File: src/hw/rtl/rss_pkg.sv
// shared constants for the rss toeplitz hash block
package rss_pkg;

  localparam int KEY_WORDS  = 5;
  localparam int WORD_W     = 64;
  localparam int KEY_BITS   = KEY_WORDS * WORD_W;
  localparam int KEY_BYTES  = 40;
  localparam int CFG_IDX_W  = $clog2(KEY_WORDS);

  localparam int HASH_W     = 32;
  localparam int PORT_W     = 16;
  localparam int V4_ADDR_W  = 32;
  localparam int V6_ADDR_W  = 2 * WORD_W;

  // longest tuple: two ipv6 addresses and two ports
  localparam int TUPLE_BITS = 2 * V6_ADDR_W + 2 * PORT_W;
  localparam int V4_BITS    = 2 * V4_ADDR_W + 2 * PORT_W;

  localparam int NUM_LANES  = 8;
  localparam int LANE_BITS  = TUPLE_BITS / NUM_LANES;
  localparam int LANE_KEY_W = LANE_BITS + HASH_W - 1;

  // key bits past the key length read as zero
  localparam int KEY_USED_BITS = (KEY_BYTES * 8 < KEY_BITS) ? KEY_BYTES * 8 : KEY_BITS;
  localparam logic [KEY_BITS-1:0] KEY_MASK = {KEY_BITS{1'b1}} << (KEY_BITS - KEY_USED_BITS);

  // hash variants
  localparam logic OP_STANDARD  = 1'b0;
  localparam logic OP_SYMMETRIC = 1'b1;

endpackage

File: src/hw/rtl/rss_tuple.sv
// assembles the hashed byte string of one flow tuple, first bit in the msb
module rss_tuple (
  input  logic                            op,
  input  logic                            is_ipv6,
  input  logic [rss_pkg::WORD_W-1:0]      src_addr_hi,
  input  logic [rss_pkg::WORD_W-1:0]      src_addr_lo,
  input  logic [rss_pkg::WORD_W-1:0]      dst_addr_hi,
  input  logic [rss_pkg::WORD_W-1:0]      dst_addr_lo,
  input  logic [rss_pkg::PORT_W-1:0]      sport,
  input  logic [rss_pkg::PORT_W-1:0]      dport,
  output logic [rss_pkg::TUPLE_BITS-1:0]  tuple
);

  logic [rss_pkg::V6_ADDR_W-1:0] sa;
  logic [rss_pkg::V6_ADDR_W-1:0] da;
  logic [rss_pkg::V6_ADDR_W-1:0] a0;
  logic [rss_pkg::V6_ADDR_W-1:0] a1;
  logic [rss_pkg::PORT_W-1:0]    p0;
  logic [rss_pkg::PORT_W-1:0]    p1;

  assign sa = {src_addr_hi, src_addr_lo};
  assign da = {dst_addr_hi, dst_addr_lo};

  always_comb begin
    if (op == rss_pkg::OP_SYMMETRIC) begin
      a0 = sa | da;
      a1 = sa ^ da;
      p0 = sport | dport;
      p1 = sport ^ dport;
    end else begin
      a0 = sa;
      a1 = da;
      p0 = sport;
      p1 = dport;
    end
  end

  // ipv4 uses the low 32 bits of each address; trailing bits are zero and add nothing
  always_comb begin
    if (is_ipv6) begin
      tuple = {a0, a1, p0, p1};
    end else begin
      tuple = {a0[rss_pkg::V4_ADDR_W-1:0], a1[rss_pkg::V4_ADDR_W-1:0], p0, p1,
               {(rss_pkg::TUPLE_BITS - rss_pkg::V4_BITS){1'b0}}};
    end
  end

endmodule

File: config.mk
export PLATFORM = sky130hd
export DESIGN_NAME = rss_tuple
export DESIGN_NICKNAME = d
export VERILOG_FILES = /design/src/hw/rtl/rss_pkg.sv /design/src/hw/rtl/rss_tuple.sv
export SDC_FILE = /design/constraint.sdc
export NUM_CORES = 1
export LEC_CHECK = 0
export BUFFER_PORTS_ARGS = -buffer_cell sky130_fd_sc_hd__buf_2
export CELL_PAD_IN_SITES_DETAIL_PLACEMENT = 2
export CELL_PAD_IN_SITES_GLOBAL_PLACEMENT = 2
export CORE_AREA = 2 2 227 229
export DETAILED_ROUTE_END_ITERATION = 7
export DIE_AREA = 0 0 229 231
export GPL_TIMING_DRIVEN = 0
export PLACE_DENSITY_LB_ADDON = 0.1
export SYNTH_ARGS = -nofsm -noshare
export SYNTH_HDL_FRONTEND = slang
export SYNTH_SLANG_ARGS = --single-unit
File: constraint.sdc
create_clock -name vclk -period 1.35
set_input_delay 0.27 -clock vclk [all_inputs]
set_output_delay 0.27 -clock vclk [all_outputs]
set_load 0.01 [all_outputs]
# Word-level counts from Yosys, hierarchy flattened
# Index checks and enable logic that the tools add are counted.
# totals
register_bits	0
latchBits	0
ram_bits	0
mem_bits_ro	0
input_bits	290
output_inout_bits	288
wordCells	9
n_memories	0
# classes
addsub	0
multipliers	0
div	0
magnitude_cmp	0
n_eq_ne	0
shifts	0
n_mux	5
bitwise_logic	4
reduce_logical	0
# op_table
cell	count
288-bit two-way mux	1
128-bit two-way mux	2
128-bit OR	1
128-bit XOR	1
16-bit two-way mux	2
16-bit OR	1
16-bit XOR	1

# Longest topological paths before layout
# logic_depth
depth_word	3
ltp_mapped	6
depth_no_buf	4

# Worst setup path after synthesis
# Ideal clock, no wire load.
# synth_timing
path_type	input to output
from	input port is_ipv6
to	output port tuple[210] in the netlist's numbering
arrival_ps	1216
t_required_ps	1080
setup_slack_ps	-136
stages	3
path_buffers	2
cell_sequence	buf_2 buf_4 mux4_2
# synth_between
elab_chain_len	1
# synth_rtl
item	line_no	text
from (decl)	rss_tuple.sv:4	input logic is_ipv6,
288-bit two-way mux	rss_tuple.sv:40	if (is_ipv6) begin
to (decl)	rss_tuple.sv:11	output logic [rss_pkg::TUPLE_BITS-1:0] tuple
# Every way passes these cells.

# Worst setup path in the final report
# layout_timing
from	input port op
to	output port tuple[204] in the netlist's numbering
# layout_between
elab_chain_len	2
elab_cells_between_ends	3
cone_classes	3 x mux
# layout_rtl
item	line_no	text
from (decl)	rss_tuple.sv:3	input logic op,
16-bit two-way mux or 128-bit two-way mux (tied branches)	rss_tuple.sv:25	if (op == rss_pkg::OP_SYMMETRIC) begin
288-bit two-way mux *	rss_tuple.sv:40	
# Every way passes the cells marked *; elsewhere a longest branch is shown, timed or not.

==> results.json <==
{
  "final_common_cell": "buf_2",
  "nFlopsAndLatches": 0,
  "dieArea_sq_um": 52900,
  "whs_endpoint": "tuple[181]",
  "gp_congestion": 0.805,
  "setup_tns_ps": -66060,
  "track_usage_pct": 19.6,
  "dpl.hpwl_mm": 45.0,
  "finalCritPeriodShare_pct": 124,
  "path_class": "in2out",
  "peakVddDrop_mv": 0.0973,
  "antenna_found_initial": 19,
  "hold_ws_ps": 905,
  "grt_pass1_wl_mm": 77.2,
  "layout_setup_ws_ps": -324,
  "cp_max_fo": 5,
  "ant_nets": 0,
  "drt-pass1-iter-count": 4,
  "drtIter0Drc": 218,
  "nClkBuffers": 0,
  "drc_errors": 0,
  "synthesis.instances": 1174,
  "cts_hold_buf": 0,
  "maxCapViolations": 0,
  "cpMostUsedCell": "buf_12",
  "synth-warning-count": 0,
  "vias": 10600,
  "slew_headroom_pct": 80.7,
  "die_x_um": 229,
  "core_region_area_sq_um": 50700,
  "slowest_delay_ps": 560,
  "io_buffers": 576,
  "wl_per_cell_um": 22.6,
  "hold_viol_final": 0,
  "io_pins": 578,
  "cp_cell_sequence": "buf_12, buf_16, buf_12, mux4_2, buf_6",
  "layout-drive-gt1-share_pct": 48.4,
  "drv_slew": 0,
  "grt_max_degree": 11,
  "violations": "negative setup slack",
  "yosysSeqAreaShare_pct": 0,
  "ff_latch_area_sq_um": 0,
  "nNetsFinal": 2240,
  "finalSetupViolations": 288,
  "crit_required_ps": 1080,
  "initial_utilization_pct": 18.4,
  "hold_start": "src_addr_lo[21]",
  "die_y_um": 231,
  "grt_pass1_vias": 11400,
  "synth.distinct_cells": 12,
  "syn_area_sq_um": 9310,
  "total_power_mw": 5.91,
  "cp_slowest_cell": "mux4_2",
  "rsz0062_at_grt": "yes",
  "fillCellCount": 5872,
  "cellLeakagePower_nw": 8.94,
  "tightest_slew_ps": 290,
  "fin_cells": 2493,
  "status": "complete, but fails checks",
  "postSynthNetCount": 1608,
  "fmax_mhz": 597,
  "hold_depth": 4,
  "multiInputGateArea_sq_um": 7780,
  "overflow": 0,
  "syn_area_per_cell_sq_um": 7.93,
  "core.rowCount": 83,
  "wirelength_mm": 56.4,
  "end_kind": "output port",
  "synthToLayoutAreaGrowth_pct": 71.3,
  "hp-class": "in2out",
  "p_per_area_nw_per_um2": 370,
  "viasPerCell": 4.26,
  "dp.cells": 2430,
  "min_period_ps": 1670,
  "critical_path_arrival_ps": 1400,
  "final_cell_mix": "buf_2, inv_1, nor2b_1",
  "cp-start-kind": "input pin"
}
worst max-delay path by stage:
stage	startpoint	endpoint	slack, ps
after detailed placement	is_ipv6	tuple[128]	-840
final	op	tuple[204]	-320
after global routing	op	tuple[128]	-350
after global placement	is_ipv6	tuple[128]	-900
after floorplan	op	tuple[200]	-80
after CTS	op	tuple[32]	-340
power breakdown:
group / leakage (nW) / switching [mW] / internal (mW)
Clock: 0.0000570 / 0 / 0.000000895
Sequential: 0 / 0 / 0
Combinational: 8.94 / 2.82 / 3.09
metrics by stage:
| step | cell area (sq um) | setup slack, ps | util, % |
|---|---|---|---|
| 4_1_cts | 14500 | -340 | 28.6 |
| 5_1_grt | 15900 | -355 | 31.5 |
| 3_3_place_gp | 13200 | -904 | 26.0 |
| 3_5_place_dp | 13200 | -837 | 26.0 |
| 2_1_floorplan | 9450 | -75.6 | - |
| 6_report | 16000 | -324 | 31.5 |
final cells by class:
type | count | share of cell area (%)
Antenna cell | 9 | 0.141
Buffer | 69 | 7.68
Inverter | 432 | 10.2
Multi-Input combinational cell | 672 | 48.8
Tap cell | 680 | 5.33
Timing Repair Buffer | 631 | 27.9
critical path: cells and delay by family:
family	cells	cell delay, ps
buf+inv	4	560
mux	1	560
cell usage after synthesis:
cell type	count	area [sq um]
nor2b_1	144	901
nand2b_1	96	601
inv_1	432	1620
buf_6	8	90.1
buf_2	13	65.1
a21boi_1	47	353
mux4_2	96	2160
buf_4	23	173
ha_1	144	1800
a21boi_0	1	7.51
clkbuf_1	26	97.6
mux2i_1	144	1440
what timing repair did:
action | in CTS | in global routing
setup endpoints to repair | 288 | 288
pin swaps | 23 | 17
gates resized for setup | 189 | 211
gates cloned | 17 | 15
buffers inserted | 17 | 6
routing by layer:
metal	share of wire [%]	GRT usage, %	up-vias
met5	0.19	0	-
met4	0.77	1.75	18
met3	6.6	5.01	34
met2	54	38.6	311
met1	38	21.6	5292
li1	-	-	4957
cell families (layout without fill, tap and decap cells):
logic type	Yosys count	in the layout	share of synthesized area (%)
adders and majority gates	144	144	19.3
muxes	240	240	38.7
buffers and inverters	502	1132	22.0
AOI/OAI and AO/OA	48	48	3.87
and+or+nand+nor	240	240	16.1
other	0	9	0
Note: power is estimated with default switching activity, not from simulation.
