--- src/hw/rtl/rss_pkg.sv ---
// shared constants for the rss toeplitz hash block
package rss_pkg;

  localparam int KEY_WORDS  = 5;
  localparam int WORD_W     = 64;
  localparam int KEY_BITS   = KEY_WORDS * WORD_W;
  localparam int KEY_BYTES  = 40;
  localparam int CFG_IDX_W  = $clog2(KEY_WORDS);

  localparam int HASH_W     = 32;
  localparam int PORT_W     = 16;
  localparam int V4_ADDR_W  = 32;
  localparam int V6_ADDR_W  = 2 * WORD_W;

  // longest tuple: two ipv6 addresses and two ports
  localparam int TUPLE_BITS = 2 * V6_ADDR_W + 2 * PORT_W;
  localparam int V4_BITS    = 2 * V4_ADDR_W + 2 * PORT_W;

  localparam int NUM_LANES  = 8;
  localparam int LANE_BITS  = TUPLE_BITS / NUM_LANES;
  localparam int LANE_KEY_W = LANE_BITS + HASH_W - 1;

  // key bits past the key length read as zero
  localparam int KEY_USED_BITS = (KEY_BYTES * 8 < KEY_BITS) ? KEY_BYTES * 8 : KEY_BITS;
  localparam logic [KEY_BITS-1:0] KEY_MASK = {KEY_BITS{1'b1}} << (KEY_BITS - KEY_USED_BITS);

  // hash variants
  localparam logic OP_STANDARD  = 1'b0;
  localparam logic OP_SYMMETRIC = 1'b1;

endpackage

--- src/hw/rtl/rss_lane.sv ---
// one hash lane: xor of the key windows for its slice of tuple bits, registered
module rss_lane (
  input  logic                            clk,
  input  logic                            load,
  input  logic [rss_pkg::LANE_BITS-1:0]   data_bits,
  input  logic [rss_pkg::LANE_KEY_W-1:0]  key_win,
  output logic [rss_pkg::HASH_W-1:0]      part
);

  logic [rss_pkg::HASH_W-1:0] acc;
  logic [rss_pkg::HASH_W-1:0] part_r;

  // bit j of the slice (counted from the msb) selects the window starting at key bit j
  always_comb begin
    acc = '0;
    for (int j = 0; j < rss_pkg::LANE_BITS; j++) begin
      if (data_bits[rss_pkg::LANE_BITS-1-j]) begin
        acc = acc ^ key_win[rss_pkg::LANE_KEY_W-1-j -: rss_pkg::HASH_W];
      end
    end
  end

  always_ff @(posedge clk) begin
    if (load) begin
      part_r <= acc;
    end
  end

  assign part = part_r;

endmodule

--- config.mk ---
export PLATFORM = sky130hd
export DESIGN_NAME = rss_lane
export DESIGN_NICKNAME = d
export VERILOG_FILES = /design/src/hw/rtl/rss_pkg.sv /design/src/hw/rtl/rss_lane.sv
export SDC_FILE = /design/constraint.sdc
export NUM_CORES = 1
export LEC_CHECK = 0
export BUFFER_PORTS_ARGS = -buffer_cell sky130_fd_sc_hd__clkbuf_2
export CAP_MARGIN = 20
export CORE_ASPECT_RATIO = 1.25
export CORE_MARGIN = 4
export CORE_UTILIZATION = 52
export DETAILED_ROUTE_END_ITERATION = 8
export PLACE_DENSITY = 0.78
export SYNTH_ARGS = -nofsm -noshare
export SYNTH_HDL_FRONTEND = slang
export SYNTH_SLANG_ARGS = --single-unit
--- constraint.sdc ---
create_clock -name clk -period 3.7 [get_ports clk]
set_input_delay 0.74 -clock clk [delete_from_list [all_inputs] [get_ports clk]]
set_output_delay 0.74 -clock clk [all_outputs]
set_load 0.02 [all_outputs]
## After elaboration in Yosys (flattened, before gate mapping)

Cells that the tools add are included.

| operators by class | value |
|---|---|
| multiplexer cells | 36 |
| bitwise gates (word level) | 35 |

Operators with widths:

| cell | number |
|---|---|
| $mux 32 | 36 |
| $xor 32x32->32 | 35 |

| storage, ports and cells | value |
|---|---|
| bits in registers | 32 |
| output and inout port bits | 32 |
| word-level logic and storage cells | 72 |

## Logic depth before layout (Yosys ltp)

| depth | value |
|---|---|
| depth in word-level cells | 71 |
| mapped depth | 9 |
| depth with buffers taken out | 6 |

## Least setup slack after synthesis

Ideal clock, no wire load.

| timing path | value |
|---|---|
| path kind | in2reg |
| start | input key_win[25] in the netlist's numbering |
| end | register part_r, in the netlist part[20], data pin |
| arrival | 2.062 ns |
| slack | 1.378 ns |
| stages | 8 |
| path through | buf_2 -> buf_6 -> nand2_1 -> xnor2_1 -> xnor2_1 -> xnor2_1 -> xnor3_1 -> xnor2_1 |

| between the ends | value |
|---|---|
| word-level cells in the longest chain between the ends | 12 |

RTL lines:

| what | RTL line | source |
|---|---|---|
| start, declared | rss_lane.sv:6 | `input logic [rss_pkg::LANE_KEY_W-1:0] key_win,` |
| $xor 32x32->32 * | rss_lane.sv:18 | `acc = acc ^ key_win[rss_pkg::LANE_KEY_W-1-j -: rss_pkg::HASH_W];` |
| $mux 32 * | rss_lane.sv:17 | `if (data_bits[rss_pkg::LANE_BITS-1-j]) begin` |
| $xor 32x32->32 | rss_lane.sv:18 |  |
| $mux 32 * | rss_lane.sv:17 |  |
| $xor 32x32->32 | rss_lane.sv:18 |  |
| $mux 32 * | rss_lane.sv:17 |  |
| $xor 32x32->32 | rss_lane.sv:18 |  |
| $mux 32 * | rss_lane.sv:17 |  |
| $xor 32x32->32 | rss_lane.sv:18 |  |
| $mux 32 * | rss_lane.sv:17 |  |
| $xor 32x32->32 | rss_lane.sv:18 |  |
| $mux 32 * | rss_lane.sv:17 |  |
| net acc, one bit | rss_lane.sv:10 | `logic [rss_pkg::HASH_W-1:0] acc;` |
| end signal, assigned | rss_lane.sv:25 | `part_r <= acc;` |
| end, declared | rss_lane.sv:11 | `logic [rss_pkg::HASH_W-1:0] part_r;` |

Mark *: on every way through the listed nets, which the timed path passes. The rest lies on a longest branch.
A chain may end at the register's enable or synchronous reset.

## Worst setup path after layout

| timing path | value |
|---|---|
| start | input key_win[40] in the netlist's numbering |
| end | register part_r, in the netlist part[9], data pin |

| between the ends | value |
|---|---|
| word-level cells in the longest chain between the ends | 64 |

RTL lines:

| what | RTL line |
|---|---|
| $xor 32x32->32 * | rss_lane.sv:18 |
| $mux 32 * | rss_lane.sv:17 |
| $xor 32x32->32 | rss_lane.sv:18 |
| $mux 32 * | rss_lane.sv:17 |
| $xor 32x32->32 | rss_lane.sv:18 |
| $mux 32 * | rss_lane.sv:17 |
| $xor 32x32->32 | rss_lane.sv:18 |
| $mux 32 * | rss_lane.sv:17 |
| [... 49 more ...] | -- |
| $mux 32 * | rss_lane.sv:17 |
| $xor 32x32->32 | rss_lane.sv:18 |
| $mux 32 * | rss_lane.sv:17 |
| $xor 32x32->32 | rss_lane.sv:18 |
| $mux 32 * | rss_lane.sv:17 |
| $xor 32x32->32 | rss_lane.sv:18 |
| $mux 32 * | rss_lane.sv:17 |
| net acc, one bit | rss_lane.sv:10 |

Marks and branches as above.

==> metrics.cfg <==
[outcome]
status=finished, final reports clean

[clock_tree]
numCtsBuffers=5
cts_sinks=32
h-tree-depth=2
cts-root-buf=clkbuf_16
cts_resized=0
cts_tree=built
cts_setup_buffers=0
cts.clk_slew.worst_paths_ns=0.07
ctsHoldBuffers=0
cts_max_path_buffers=2

[global_routing]
gr-total-overflow=0
track_usage=0.4032
antenna_found_initial=4
grt_max_degree=33
grt_pass1_wl_um=109100
grt_pass1_vias=18300

[critical_path]
slowest_delay_ns=0.75
cp-end-kind=register
path_class=in2reg
crit_top_cell=xnor2_1
required_ns=3.78
critPathLaunchType=input port
path_cells=clkbuf_2 > nand2_1 > xor2_1 > xnor2_1 > xnor2_1 > xnor3_1 > xnor2_1
arrival_ns=3.04
cpMaxStageDelayCell=clkbuf_2
cp_max_fo=22

[sta]
slew_violations=0
relSlewSlack=0.3056
fin_crit_ns=2.966
rsz0062_at_grt=false
fmax_ghz=0.3372
holdWs_ns=1.131
tightest_slew_ns=1.042
setup_viol=0
period_share=0.8015
hold_viol=0
tns_ns=0

[die]
initial_utilization=0.5313
dieArea_um2=34880
die_h_um=207.8
die_w_um=167.8
core_um2=31260
std_cell_rows=72
io_pins=137

[place]
dpl.hpwl_um=43610
gp_congestion=0.9747
numPortBuffers=136

[job]
drv_cap=0

[synthesis]
syn_inst=2489
seq_area_frac_synth=0.05786
syn_area_per_cell_um2=6.672
ys_types=9
yosysWarnings=0
synth_nets=2594
synth-seq-cells=32
syn-cell-area_um2=16610

[detailed_routing]
drt_iter0_drc=3716
drtAntennaViolNets=0
routedWlPerCell_um=25.29
drcViolationCount=0
dr.pass1.iters=9
via_count=18570
vias_per_cell=6.338
wl_um=74090

[cells_and_area]
nNetsFinal=2627
final_core_util=0.5693
drive_gt1_frac=0.09830
areaGrowthSynthToFinish_pct=7.165
nFillCells=2835
antennaDiodeCount=0
largest_reg_flops=32

[min_path]
hp-class=in2reg

[power_and_ir_drop]
power_mw=7.021
p_per_area_nw_per_um2=394.5
leakagePower_nw=7.155
peakVddDrop_mv=0.2508

## worst max-delay path, delay by kind of cell
family | cells | cell delay [ns]
simple gates | 1 | 0.16
buf+inv | 1 | 0.75
xor+xnor | 5 | 1.38
## through the flow
stage	setup WS, ns	cells	area (µm²)
2_1_floorplan	1.378	2489	16610
3_3_place_gp	0.6474	2922	17660
3_5_place_dp	0.7191	2922	17660
4_1_cts	0.9868	2930	17800
5_1_grt	0.8415	2930	17800
6_report	0.7345	2930	17800
## layout make-up
cell class	instances	area [µm²]	share of cell area
well taps	407	509.2	0.02861
clock buffers	7	132.6	0.007452
multi-input cells	2240	14290	0.8031
clock inverters	1	3.754	0.0002109
flip-flops and latches	32	960.9	0.05399
repair buffers	243	1897	0.1066
## layout by cell type (no fill, tap or decap)
| cell | synthesis | final |
|---|---|---|
| nand2_1 | 1152 | 1152 |
| xnor2_1 | 800 | 800 |
| xor2_1 | 256 | 256 |
| clkbuf_2 | 0 | 136 |
| buf_4 | 88 | 74 |
| buf_12 | 0 | 33 |
| xnor3_1 | 32 | 32 |
| edfxtp_1 | 32 | 32 |
| clkbuf_16 | 0 | 5 |
| clkbuf_1 | 8 | 2 |
| clkinv_1 | 0 | 1 |
## per-layer routing
metal  vias to the layer above  share of wire  track usage
li1                       7391              -            -
met1                      8229           0.31       0.4840
met2                      2111           0.37       0.5653
met3                       834           0.20       0.1693
met4                         4           0.11       0.3054
met5                         -        0.00032            0
## cells in the mapped netlist (all sizes together)
master	n	area (µm²)
nand2	1152	4324
xnor3	32	720.7
buf	209	1323
xnor2	800	7007
clkbuf	8	30.03
edfxtp	32	960.9
xor2	256	2242
## power breakdown
| part | switching (mW) | total, mW | internal [mW] |
|---|---|---|---|
| Sequential | 0.159 | 0.965 | 0.806 |
| Clock | 0.221 | 0.471 | 0.250 |
| Combinational | 2.93 | 5.58 | 2.66 |
## path summary, 6_finish.rpt
path,startpoint,to,slack [ns],cells after the start
setup / recovery,key_win[40],part[9],0.73,7
hold / removal,load,part[25],1.13,1
## cell families after synthesis
| logic type | share of synthesized area |
|---|---|
| AND/OR/NAND/NOR | 0.2604 |
| flip-flops | 0.05786 |
| XOR/XNOR | 0.6003 |
| buffers and inverters | 0.08144 |
Note: power is estimated with default switching activity, not from simulation.
